## src/rtl/core/hsvrgb_pkg.sv

```systemverilog
`timescale 1ns / 1ps
// ----------------------------------------------------------------------------
// hsvrgb_pkg
// Shared constants and types for the HSV to ARGB conversion pipeline.
// ----------------------------------------------------------------------------
package hsvrgb_pkg;

   localparam int HUE_W      = 16;
   localparam int DEG_FULL   = 360;
   localparam int DEG_SECTOR = 60;
   localparam int FRAC_ONE   = 255;
   localparam int DEN_QT     = FRAC_ONE * DEG_SECTOR;   // 15300

   // hue wrap: unsigned hue mod 360, plus fix-up for the 2^16 offset of negatives
   localparam int HUE_RECIP_SH = 22;
   localparam int HUE_RECIP    = ((1 << HUE_RECIP_SH) + DEG_FULL - 1) / DEG_FULL;
   localparam int HUE_NEG_ADJ  = DEG_FULL - ((1 << HUE_W) % DEG_FULL);

   // sector = hw / 60 for hw < 360
   localparam int SECT_RECIP_SH = 15;
   localparam int SECT_RECIP    = ((1 << SECT_RECIP_SH) + DEG_SECTOR - 1) / DEG_SECTOR;

   // floor reciprocals for the final divides; estimate is exact or one low
   localparam longint RECIP_255   = (64'd1 << 24) / FRAC_ONE;
   localparam longint RECIP_15300 = (64'd1 << 32) / DEN_QT;

   // sector codes
   localparam logic [2:0] SECT_RED_YEL   = 3'd0;
   localparam logic [2:0] SECT_YEL_GRN   = 3'd1;
   localparam logic [2:0] SECT_GRN_CYAN  = 3'd2;
   localparam logic [2:0] SECT_CYAN_BLUE = 3'd3;
   localparam logic [2:0] SECT_BLUE_MAG  = 3'd4;

   // fields that ride alongside the arithmetic
   typedef struct packed {
      logic [7:0] alpha;
      logic [7:0] sat;
      logic [7:0] bri;
      logic [2:0] sector;
   } side_type;

endpackage

```

## src/rtl/core/hsvrgb_scale.sv

```systemverilog
`timescale 1ns / 1ps
// ----------------------------------------------------------------------------
// hsvrgb_scale
// Two-stage constant divider: p = xp/255, q = xq/15300, t = xt/15300,
// by reciprocal multiply followed by a single remainder correction.
// ----------------------------------------------------------------------------
module hsvrgb_scale import hsvrgb_pkg::*; (
   input  logic        clock,
   input  logic        reset,
   input  logic        in_valid,
   input  logic [15:0] xp,
   input  logic [21:0] xq,
   input  logic [21:0] xt,
   output logic        out_valid,
   output logic [7:0]  p,
   output logic [7:0]  q,
   output logic [7:0]  t
);

   logic [32:0] prod_p;
   logic [40:0] prod_q;
   logic [40:0] prod_t;

   logic        va_ff;
   logic [7:0]  ep_ff, eq_ff, et_ff;
   logic [15:0] xp_ff;
   logic [21:0] xq_ff, xt_ff;

   logic [15:0] rp;
   logic [21:0] rq, rt;
   logic [7:0]  p_in, q_in, t_in;

   logic        vb_ff;
   logic [7:0]  p_ff, q_ff, t_ff;

   // stage A: reciprocal estimates
   assign prod_p = 33'(xp) * 33'(RECIP_255);
   assign prod_q = 41'(xq) * 41'(RECIP_15300);
   assign prod_t = 41'(xt) * 41'(RECIP_15300);

   always_ff @(posedge clock) begin
      if (reset) begin
         va_ff <= 1'b0;
      end else begin
         va_ff <= in_valid;
      end
   end

   always_ff @(posedge clock) begin
      ep_ff <= prod_p[31:24];
      eq_ff <= prod_q[39:32];
      et_ff <= prod_t[39:32];
      xp_ff <= xp;
      xq_ff <= xq;
      xt_ff <= xt;
   end

   // stage B: remainder check, bump the estimate if it came out one low
   always_comb begin
      rp = xp_ff - 16'(16'(ep_ff) * 16'(FRAC_ONE));
      rq = xq_ff - 22'(22'(eq_ff) * 22'(DEN_QT));
      rt = xt_ff - 22'(22'(et_ff) * 22'(DEN_QT));
      p_in = (rp >= 16'(FRAC_ONE)) ? ep_ff + 8'd1 : ep_ff;
      q_in = (rq >= 22'(DEN_QT))   ? eq_ff + 8'd1 : eq_ff;
      t_in = (rt >= 22'(DEN_QT))   ? et_ff + 8'd1 : et_ff;
   end

   always_ff @(posedge clock) begin
      if (reset) begin
         vb_ff <= 1'b0;
      end else begin
         vb_ff <= va_ff;
      end
   end

   always_ff @(posedge clock) begin
      p_ff <= p_in;
      q_ff <= q_in;
      t_ff <= t_in;
   end

   assign out_valid = vb_ff;
   assign p = p_ff;
   assign q = q_ff;
   assign t = t_ff;

endmodule

```

## src/rtl/core/hsv_to_rgb_argb_core.sv

```systemverilog
`timescale 1ns / 1ps
// ----------------------------------------------------------------------------
// hsv_to_rgb_argb_core
// HSV plus alpha to ARGB byte conversion, fully pipelined.
// ----------------------------------------------------------------------------
// One item is taken per clock: busy is always low, so every cycle with start
// high is a transfer. Each result is shown for exactly one cycle with
// rsp_valid high, after the nine-stage arithmetic pipeline (hue wrap, sector
// split, numerators, products, reciprocal divide and correction, channel
// select). Results come out in order and are never held, so the receiver
// must take them as they come.
module hsv_to_rgb_argb_core import hsvrgb_pkg::*; (
   input  logic               clock,
   input  logic               reset,
   input  logic               start,
   output logic               busy,
   input  logic [7:0]         req_alpha_in,
   input  logic signed [15:0] req_hue,
   input  logic [7:0]         req_saturation,
   input  logic [7:0]         req_brightness,
   output logic               rsp_valid,
   output logic [7:0]         rsp_alpha_out,
   output logic [7:0]         rsp_red,
   output logic [7:0]         rsp_green,
   output logic [7:0]         rsp_blue
);

   logic        accept;
   logic [15:0] hue_u;
   logic [29:0] hue_prod;

   // stage 1: hue quotient by 360
   logic        v1_ff;
   side_type    side1_ff, side1_in;
   logic [15:0] hu1_ff;
   logic        neg1_ff;
   logic [7:0]  hq1_ff;

   // stage 2: wrapped hue
   logic        v2_ff;
   side_type    side2_ff;
   logic [15:0] r2_full;
   logic [9:0]  r2_adj;
   logic [8:0]  hw2_in, hw2_ff;

   // stage 3: sector
   logic        v3_ff;
   side_type    side3_ff, side3_in;
   logic [18:0] sect_prod;
   logic [8:0]  hw3_ff;

   // stage 4: position within sector
   logic        v4_ff;
   side_type    side4_ff;
   logic [8:0]  sect60;
   logic [5:0]  fn4_in, fn4_ff;

   // stage 5: numerators
   logic        v5_ff;
   side_type    side5_ff;
   logic [13:0] sfn, sfn_c;
   logic [5:0]  fn_c;
   logic [7:0]  np5_ff;
   logic [13:0] nq5_ff, nt5_ff;

   // stage 6: products
   logic        v6_ff;
   side_type    side6_ff;
   logic [15:0] xp6_ff;
   logic [21:0] xq6_ff, xt6_ff;

   // stages 7-8: divider, side data delayed alongside
   side_type    side7_ff, side8_ff;
   logic        v8;
   logic [7:0]  p8, q8, t8;

   // stage 9: output
   logic        v9_ff;
   logic [7:0]  alpha9_ff, red9_ff, green9_ff, blue9_ff;
   logic [7:0]  red_in, green_in, blue_in;

   assign busy   = 1'b0;
   assign accept = start && !busy;

   // ---- stage 1 ----
   assign hue_u    = $unsigned(req_hue);
   assign hue_prod = 30'(hue_u) * 30'(HUE_RECIP);

   always_comb begin
      side1_in        = '0;
      side1_in.alpha  = req_alpha_in;
      side1_in.sat    = req_saturation;
      side1_in.bri    = req_brightness;
   end

   always_ff @(posedge clock) begin
      side1_ff <= side1_in;
      hu1_ff   <= hue_u;
      neg1_ff  <= req_hue[15];
      hq1_ff   <= hue_prod[29:22];
   end

   // ---- stage 2 ----
   always_comb begin
      r2_full = hu1_ff - 16'(16'(hq1_ff) * 16'(DEG_FULL));
      r2_adj  = 10'(r2_full[8:0]) + (neg1_ff ? 10'(HUE_NEG_ADJ) : 10'd0);
      hw2_in  = (r2_adj >= 10'(DEG_FULL)) ? 9'(r2_adj - 10'(DEG_FULL)) : r2_adj[8:0];
   end

   always_ff @(posedge clock) begin
      side2_ff <= side1_ff;
      hw2_ff   <= hw2_in;
   end

   // ---- stage 3 ----
   assign sect_prod = 19'(hw2_ff) * 19'(SECT_RECIP);

   always_comb begin
      side3_in        = side2_ff;
      side3_in.sector = sect_prod[17:15];
   end

   always_ff @(posedge clock) begin
      side3_ff <= side3_in;
      hw3_ff   <= hw2_ff;
   end

   // ---- stage 4 ----
   assign sect60 = 9'(side3_ff.sector) * 9'(DEG_SECTOR);
   assign fn4_in = 6'(hw3_ff - sect60);

   always_ff @(posedge clock) begin
      side4_ff <= side3_ff;
      fn4_ff   <= fn4_in;
   end

   // ---- stage 5 ----
   assign fn_c  = 6'(DEG_SECTOR) - fn4_ff;
   assign sfn   = 14'(side4_ff.sat) * 14'(fn4_ff);
   assign sfn_c = 14'(side4_ff.sat) * 14'(fn_c);

   always_ff @(posedge clock) begin
      side5_ff <= side4_ff;
      np5_ff   <= 8'(FRAC_ONE) - side4_ff.sat;
      nq5_ff   <= 14'(DEN_QT) - sfn;
      nt5_ff   <= 14'(DEN_QT) - sfn_c;
   end

   // ---- stage 6 ----
   always_ff @(posedge clock) begin
      side6_ff <= side5_ff;
      xp6_ff   <= 16'(side5_ff.bri) * 16'(np5_ff);
      xq6_ff   <= 22'(side5_ff.bri) * 22'(nq5_ff);
      xt6_ff   <= 22'(side5_ff.bri) * 22'(nt5_ff);
   end

   // ---- stages 7-8 ----
   hsvrgb_scale u_scale (
      .clock     (clock),
      .reset     (reset),
      .in_valid  (v6_ff),
      .xp        (xp6_ff),
      .xq        (xq6_ff),
      .xt        (xt6_ff),
      .out_valid (v8),
      .p         (p8),
      .q         (q8),
      .t         (t8)
   );

   always_ff @(posedge clock) begin
      side7_ff <= side6_ff;
      side8_ff <= side7_ff;
   end

   // ---- stage 9: channel assignment by sector ----
   always_comb begin
      unique case (side8_ff.sector)
         SECT_RED_YEL: begin
            red_in = side8_ff.bri; green_in = t8; blue_in = p8;
         end
         SECT_YEL_GRN: begin
            red_in = q8; green_in = side8_ff.bri; blue_in = p8;
         end
         SECT_GRN_CYAN: begin
            red_in = p8; green_in = side8_ff.bri; blue_in = t8;
         end
         SECT_CYAN_BLUE: begin
            red_in = p8; green_in = q8; blue_in = side8_ff.bri;
         end
         SECT_BLUE_MAG: begin
            red_in = t8; green_in = p8; blue_in = side8_ff.bri;
         end
         default: begin
            red_in = side8_ff.bri; green_in = p8; blue_in = q8;
         end
      endcase
   end

   always_ff @(posedge clock) begin
      alpha9_ff <= side8_ff.alpha;
      red9_ff   <= red_in;
      green9_ff <= green_in;
      blue9_ff  <= blue_in;
   end

   // valid chain
   always_ff @(posedge clock) begin
      if (reset) begin
         v1_ff <= 1'b0;
         v2_ff <= 1'b0;
         v3_ff <= 1'b0;
         v4_ff <= 1'b0;
         v5_ff <= 1'b0;
         v6_ff <= 1'b0;
         v9_ff <= 1'b0;
      end else begin
         v1_ff <= accept;
         v2_ff <= v1_ff;
         v3_ff <= v2_ff;
         v4_ff <= v3_ff;
         v5_ff <= v4_ff;
         v6_ff <= v5_ff;
         v9_ff <= v8;
      end
   end

   assign rsp_valid     = v9_ff;
   assign rsp_alpha_out = alpha9_ff;
   assign rsp_red       = red9_ff;
   assign rsp_green     = green9_ff;
   assign rsp_blue      = blue9_ff;

   // ---- assertions ----
   a_latency: assert property (@(posedge clock) disable iff (reset)
      accept |-> ##9 rsp_valid)
      else $error("transfer did not produce a result nine cycles later");

   a_no_phantom: assert property (@(posedge clock) disable iff (reset)
      rsp_valid |-> $past(accept, 9))
      else $error("result without a matching transfer");

   a_gray: assert property (@(posedge clock) disable iff (reset)
      (rsp_valid && $past(req_saturation == 8'd0, 9))
         |-> (rsp_red == rsp_green && rsp_green == rsp_blue))
      else $error("zero saturation gave unequal channels");

   a_max_is_value: assert property (@(posedge clock) disable iff (reset)
      rsp_valid |-> (rsp_red == $past(req_brightness, 9)
                  || rsp_green == $past(req_brightness, 9)
                  || rsp_blue == $past(req_brightness, 9)))
      else $error("no channel carries the value component");

endmodule

```

## config.mk

```make
export PLATFORM = sky130hd
export DESIGN_NAME = hsv_to_rgb_argb_core
export DESIGN_NICKNAME = d
export VERILOG_FILES = /design/src/rtl/core/hsvrgb_pkg.sv /design/src/rtl/core/hsvrgb_scale.sv /design/src/rtl/core/hsv_to_rgb_argb_core.sv
export SDC_FILE = /design/constraint.sdc
export NUM_CORES = 2
export LEC_CHECK = 0
export BUFFER_PORTS_ARGS = -buffer_cell sky130_fd_sc_hd__buf_2
export CORE_MARGIN = 2
export CORE_UTILIZATION = 55
export DETAILED_ROUTE_END_ITERATION = 10
export HOLD_SLACK_MARGIN = 0.05
export PLACE_DENSITY = 0.67
export SLEW_MARGIN = 20
export SYNTH_ARGS = -nofsm -noshare
export SYNTH_HDL_FRONTEND = slang
export SYNTH_HIERARCHICAL = 1
export SYNTH_SLANG_ARGS = --single-unit
```

## constraint.sdc

```tcl
create_clock -name clock -period 8.78 [get_ports clock]
set_clock_uncertainty 0.2 [all_clocks]
set_input_delay 0.878 -clock clock [delete_from_list [all_inputs] [get_ports clock]]
set_output_delay 0.878 -clock clock [all_outputs]
set_load 0.01 [all_outputs]
```

Word level (Yosys, flattened, before mapping)
Index checks and enable logic that the tools add are counted.
Widths: inputs -> output; s select.
{"block": "totals", "register_bits": 462, "elab_cells": 110}
{"block": "op_classes", "n_addsub": 14, "multipliers": 15, "order_cmp": 4, "n_eq_ne": 4, "n_mux": 8, "reduce_logical": 5}
{"cell": "$mul 22x17->38 const B", "count": 2}
{"cell": "$pmux 8 s3", "count": 3}
{"cell": "$ge 22x14->1 const B", "count": 2}
{"cell": "$mul 8x14->22", "count": 2}
{"cell": "$sub 22x22->22", "count": 2}
{"cell": "$mul 8x12->20 const B", "count": 2}
{"cell": "$mul 16x17->32 const B", "count": 1}
{"cell": "$mul 16x14->30 const B", "count": 1}
{"cell": "$mul 8x6->14", "count": 2}
{"cell": "$sub 14x14->14 const A", "count": 2}
{"cell": "$add 8x1->8 const B", "count": 3}
{"cell": "$mux 8", "count": 3}
{"cell": "$mul 9x10->18 const B", "count": 1}
{"cell": "$mux 9", "count": 2}
{"cell": "$ge 16x8->1 const B", "count": 1}
{"cell": "$mul 8x8->16", "count": 1}
{"cell": "$mul 8x8->16 const B", "count": 1}
{"cell": "$sub 16x16->16", "count": 1}
{"cell": "$add 9x9->10", "count": 1}
{"cell": "$ge 10x9->1 const B", "count": 1}
{"cell": "$sub 9x9->9", "count": 1}
{"cell": "$sub 9x9->9 const B", "count": 1}
{"cell": "$mul 8x6->6 const B", "count": 1}
{"cell": "$reduce_or 2->1", "count": 4}
{"cell": "8 further kinds", "count": 9}

Depth between registers and ports, before layout
{"block": "depth", "word_depth": 5, "depth_mapped": 29}

Modules after synthesis
The synthesis kept the hierarchy.
{"module": "hsv_to_rgb_argb_core", "n_inst": 1, "cells_each": 2528, "area_per_inst_um2": 25241.7, "seq_area_each_um2": 6966.7}
{"module": "hsvrgb_scale", "n_inst": 1, "cells_each": 2036, "area_per_inst_um2": 19089.6, "seq_area_each_um2": 2122.0}

Least setup slack after synthesis
No wires, ideal clock.
{"block": "synth_timing", "path_type": "reg2reg", "from": "register u_scale.et_ff[5]", "to": "register u_scale.t_ff[5], in the netlist u_scale/t[5]", "t_arrival_ns": 6.159, "t_required_ns": 8.449, "setup_slack_ns": 2.290, "path_stages_with_launch": 24, "synth_period_minus_slack_ns": 6.490, "cell_sequence": "dfxtp_1 > fa_1 > inv_1 > fa_1 > inv_1 > fa_1 > fa_1 > ha_1 > o21ai_0 > a21oi_1 > o21ai_0 > a21oi_1 > o21ai_0 > nor2b_1 > xor2_1 > ha_1 > and3_1 > and3_1 > a31oi_2 > mux2_1 > o32a_1 > nor4_4 > nor2_1 > xor2_1"}
{"block": "synth_between", "elab_chain_len": 4}
{"item": "from (decl)", "line": "hsvrgb_scale.sv:25", "rtl": "logic [7:0] ep_ff, eq_ff, et_ff;"}
{"item": "from (signal assigned)", "line": "hsvrgb_scale.sv:52", "rtl": "et_ff <= prod_t[39:32];"}
{"item": "$mul 8x12->20", "line": "hsvrgb_scale.sv:62", "rtl": "rt = xt_ff - 22'(22'(et_ff) * 22'(DEN_QT));"}
{"item": "$sub 22x22->22", "line": "hsvrgb_scale.sv:62"}
{"item": "$ge 22x14->1", "line": "hsvrgb_scale.sv:65", "rtl": "t_in = (rt >= 22'(DEN_QT)) ? et_ff + 8'd1 : et_ff;"}
{"item": "$mux 8 *", "line": "hsvrgb_scale.sv:65"}
{"item": "named net u_scale.t_in[5]", "line": "hsvrgb_scale.sv:31", "rtl": "logic [7:0] p_in, q_in, t_in;"}
{"item": "to (signal assigned)", "line": "hsvrgb_scale.sv:79", "rtl": "t_ff <= t_in;"}
{"item": "to (decl)", "line": "hsvrgb_scale.sv:34", "rtl": "logic [7:0] p_ff, q_ff, t_ff;"}
The timed path passes the listed nets; every way through them passes the cells marked *.
A chain may end at the register's enable or synchronous reset.

Worst setup path after layout
Ends and elaborated chain as after synthesis.

==> run_results.csv <==
group,metric,value,unit
cells_and_area,areaGrowthSynthToFinish,7.589,%
critical_path,critical_path_required,9050,ps
min_path,hold_end,"side4_ff[17]",
global_routing,grt_pass1_vias,30420,
synth,synth.area.top_cells,"ha_1, fa_1, dfxtp_1",
cells_and_area,final_layout_size_suffix_gt1_share,4.891,%
min_path,worstHoldStart,"side3_ff[17]",
detailed_routing,dr.pass1.iters,5,
detailed_routing,ant_nets,0,
die,io_pins,77,
clocking,cts.htree.levels,2,
global_routing,grtUsageTotal,21.70,%
synth,synthesis.nets,5958,
clocking,cts_resized,0,
synth,synth_most_common_cell,"inv_1",
critical_path,path_cells,"fa_1, inv_1, fa_1, inv_1, fa_1, fa_1, ha_1, o21ai_0, a21oi_1, o21ai_0, a21oi_1, o21ai_0, nor2b_1, xor2_1, ha_1, and3_1, and3_1, a31oi_2, mux2_1, o32a_1, nor4_4, nor2_1, xor2_1",
synth,synthMuxAreaShare,0.9229,%
global_routing,globalRouteOverflowTotal,0,
flow_run,drv_cap,0,
synth,yosys.area.top_type_share,23.79,%
timing,rsz0062_at_grt,"no",
synth,synth_cells,4564,
cells_and_area,final-instance-count-excl-fill,5742,
die,die_x,287.9,um
critical_path,worst_ep_arrival_time,7510,ps
placed_design,port_buffers,75,
clocking,clk_latency,620,ps
timing,slew_viol_final,0,
detailed_routing,vias,29530,
clocking,clkSinkCount,454,
min_path,hp-class,"flip-flop to flip-flop",
timing,report.final.setup_viol,0,
global_routing,grt_pass1_wl,147.4,mm
timing,fmax,0.1381,GHz
synth,synth_commonest_cells,"inv_1, ha_1, fa_1",
timing,hold_viol,0,
critical_path,rr_startpoint,"u_scale/et_ff[5]",
detailed_routing,dr.first_iter.drc_count,1241,
critical_path,regToRegSetupSlack,1540,ps
critical_path,cp_common_cell,"fa_1",
die,fp.dieArea,82890,um^2
synth,yosys.area_share.xor_xnor,3.923,%
cells_and_area,final_nets,6034,
die,core-area,80160,um^2
clocking,clock_path_buffers,3,
global_routing,antenna_found_initial,3,
critical_path,cp_top_family,"adder cells",
synth,synth_edf_count,0,
placed_design,placed_cells,5647,
synth,synth_top_family_by_area,"adder cells",
clocking,path_clk_slew,60,ps
clocking,root_buffer,"clkbuf_16",
synth,ys_ff_latch,454,
timing,fin_setup_tns,0,ps
timing,tightest_slew,985.5,ps
clocking,cts_buffers,51,
synth,synth-seq-area-share,20.50,%
critical_path,path_buf_inv,2,
critical_path,max_stage_delay,750,ps
critical_path,reg2reg_depth,23,
detailed_routing,drc_errors,0,
synth,netlist_area,44330,um^2
min_path,holdPathStages,0,
synth,synth.distinct_cells,101,
clocking,cts_tree,"built",
global_routing,grt_max_degree,60,
critical_path,path_max_fanout,9,
synth,synthSimpleGateAreaFrac,9.811,%
outcome,status,"finished, final reports clean",
die,rows,104,
synth,syn_avg_cell_area,9.713,um^2
synth,ys_warn_count,6,
critical_path,start_kind,"flip-flop",
synth,synth_compound_area_share,8.837,%
die,fp.dieH,287.9,um
synth,synth.largest_area_cell,"ha_1",
placed_design,dp_hpwl,70.26,mm
timing,fin_crit_sh,82.47,%
critical_path,slowest_stage,"nor4_4",
synth,synth_fa_ha_area_share,46.73,%
die,initial_core_util,55.31,%
critical_path,endpoint_kind,"flip-flop",
detailed_routing,totalWireLength,85.47,mm
clocking,cts_hold_buf,0,
detailed_routing,wl_per_cell,14.88,um
detailed_routing,via_per_inst,5.143,
synth,synth_ff_type,"dfxtp_1",
cells_and_area,antenna_cells,0,
placed_design,gp_congestion,0.8502,
cells_and_area,fillers,6997,
timing,period_needed,7241,ps
critical_path,rr_endpoint,"u_scale/t[5]",
timing,max_slew_margin,34.30,%
critical_path,critPathKind,"flip-flop to flip-flop",
clocking,cts_setup_buffers,0,
synth,async_reset_ff_share,0,%
## cell usage in the layout (no fill, tap or decap), types with 14 or more instances in the layout
master / count
inv_1: 1028
ha_1: 843
fa_1: 508
dfxtp_1: 451
nand2_1: 291
and2_1: 194
a21oi_1: 153
xnor2_1: 149
o21ai_0: 114
nor2_1: 104
buf_2: 75
a21o_1: 63
clkbuf_16: 51
nand3_1: 50
xor2_1: 47
nor2b_1: 37
o21a_1: 36
nor3_1: 31
nand2b_1: 30
mux2i_1: 24
nand4_1: 21
o21bai_1: 18
o31ai_1: 18
a31oi_1: 16
a211oi_1: 15
o22ai_1: 14
mux2_2: 14
## metrics by stage
step	area [um^2]	hold slack, ps	setup WS (ps)	utilization (%)
2_1_floorplan	44330	109.6	2290	-
3_3_place_gp	45870	110.0	1594	57.22
3_5_place_dp	45870	112.1	1544	57.22
4_1_cts	47700	110.4	1508	59.50
5_1_grt	47700	115.7	994.0	59.50
6_report	47700	119.9	1539	59.50
## kinds of logic after synthesis
kind of cell             after synthesis
AND/OR/NAND/NOR                      849
flip-flops                           454
multiplexers                          39
XOR/XNOR                             197
other                                  1
adder cells (fa/ha/maj)             1351
buffers and inverters               1091
AO/OA/AOI/OAI                        582
## flip-flops by register name, indices dropped and copies added, names as in the netlist, 9 cells and up
signal	cells
nq5_ff	13
side3_ff	27
u_scale/xp_ff	16
hu1_ff	9
side4_ff	27
xp6_ff	16
side5_ff	19
u_scale/xt_ff	20
side8_ff	19
xq6_ff	21
side1_ff	24
side7_ff	19
hw2_ff	9
side6_ff	19
u_scale/xq_ff	20
nt5_ff	14
xt6_ff	22
side2_ff	24
## cell type report
type                            instances  area [um^2]  share of cell area (%)
Clock buffer                           63         1401                   2.938
Clock inverter                         32        426.7                  0.8945
Inverter                             1029         3862                   8.098
Multi-Input combinational cell       3019        31140                   65.28
Sequential cell                       454         9092                   19.06
Tap cell                             1060         1326                   2.781
Timing Repair Buffer                   85        450.4                  0.9444
## metal layers
metal / up-vias / share of wire (%) / track usage (%) / routed length [um]
met2: 376 / 47 / 36.50 / 39940
met4: 0 / 2.3 / 5.466 / 1955
met1: 14210 / 48 / 29.93 / 40910
met3: 96 / 3.1 / 2.314 / 2663
li1: 14860 / - / - / -
met5: - / 0 / 0 / 0
## worst register-to-register path, delay by kind of cell (launching register included)
kind | cells | cell delay (ps)
compound gates | 7 | 1170
buf+inv | 2 | 140
xor+xnor | 2 | 390
flops | 1 | 450
fa+ha+maj | 6 | 2910
simple gates | 5 | 1500
mux | 1 | 340
## worst max-delay path by stage
stage                           startpoint            to  slack, ps  cells after the start
final                     u_scale/et_ff[5]  u_scale/t[5]       1540                     23
after global routing      u_scale/et_ff[5]  u_scale/t[5]        990                     25
after CTS                 u_scale/et_ff[5]  u_scale/t[5]       1510                     23
after global placement    u_scale/et_ff[5]  u_scale/t[5]       1590                     23
after detailed placement  u_scale/et_ff[5]  u_scale/t[5]       1540                     23
after floorplan           u_scale/et_ff[5]  u_scale/t[5]       2290                     23
Power is not shown: default switching activity piles up to over one toggle a cycle in this logic, so the estimate is an artifact.
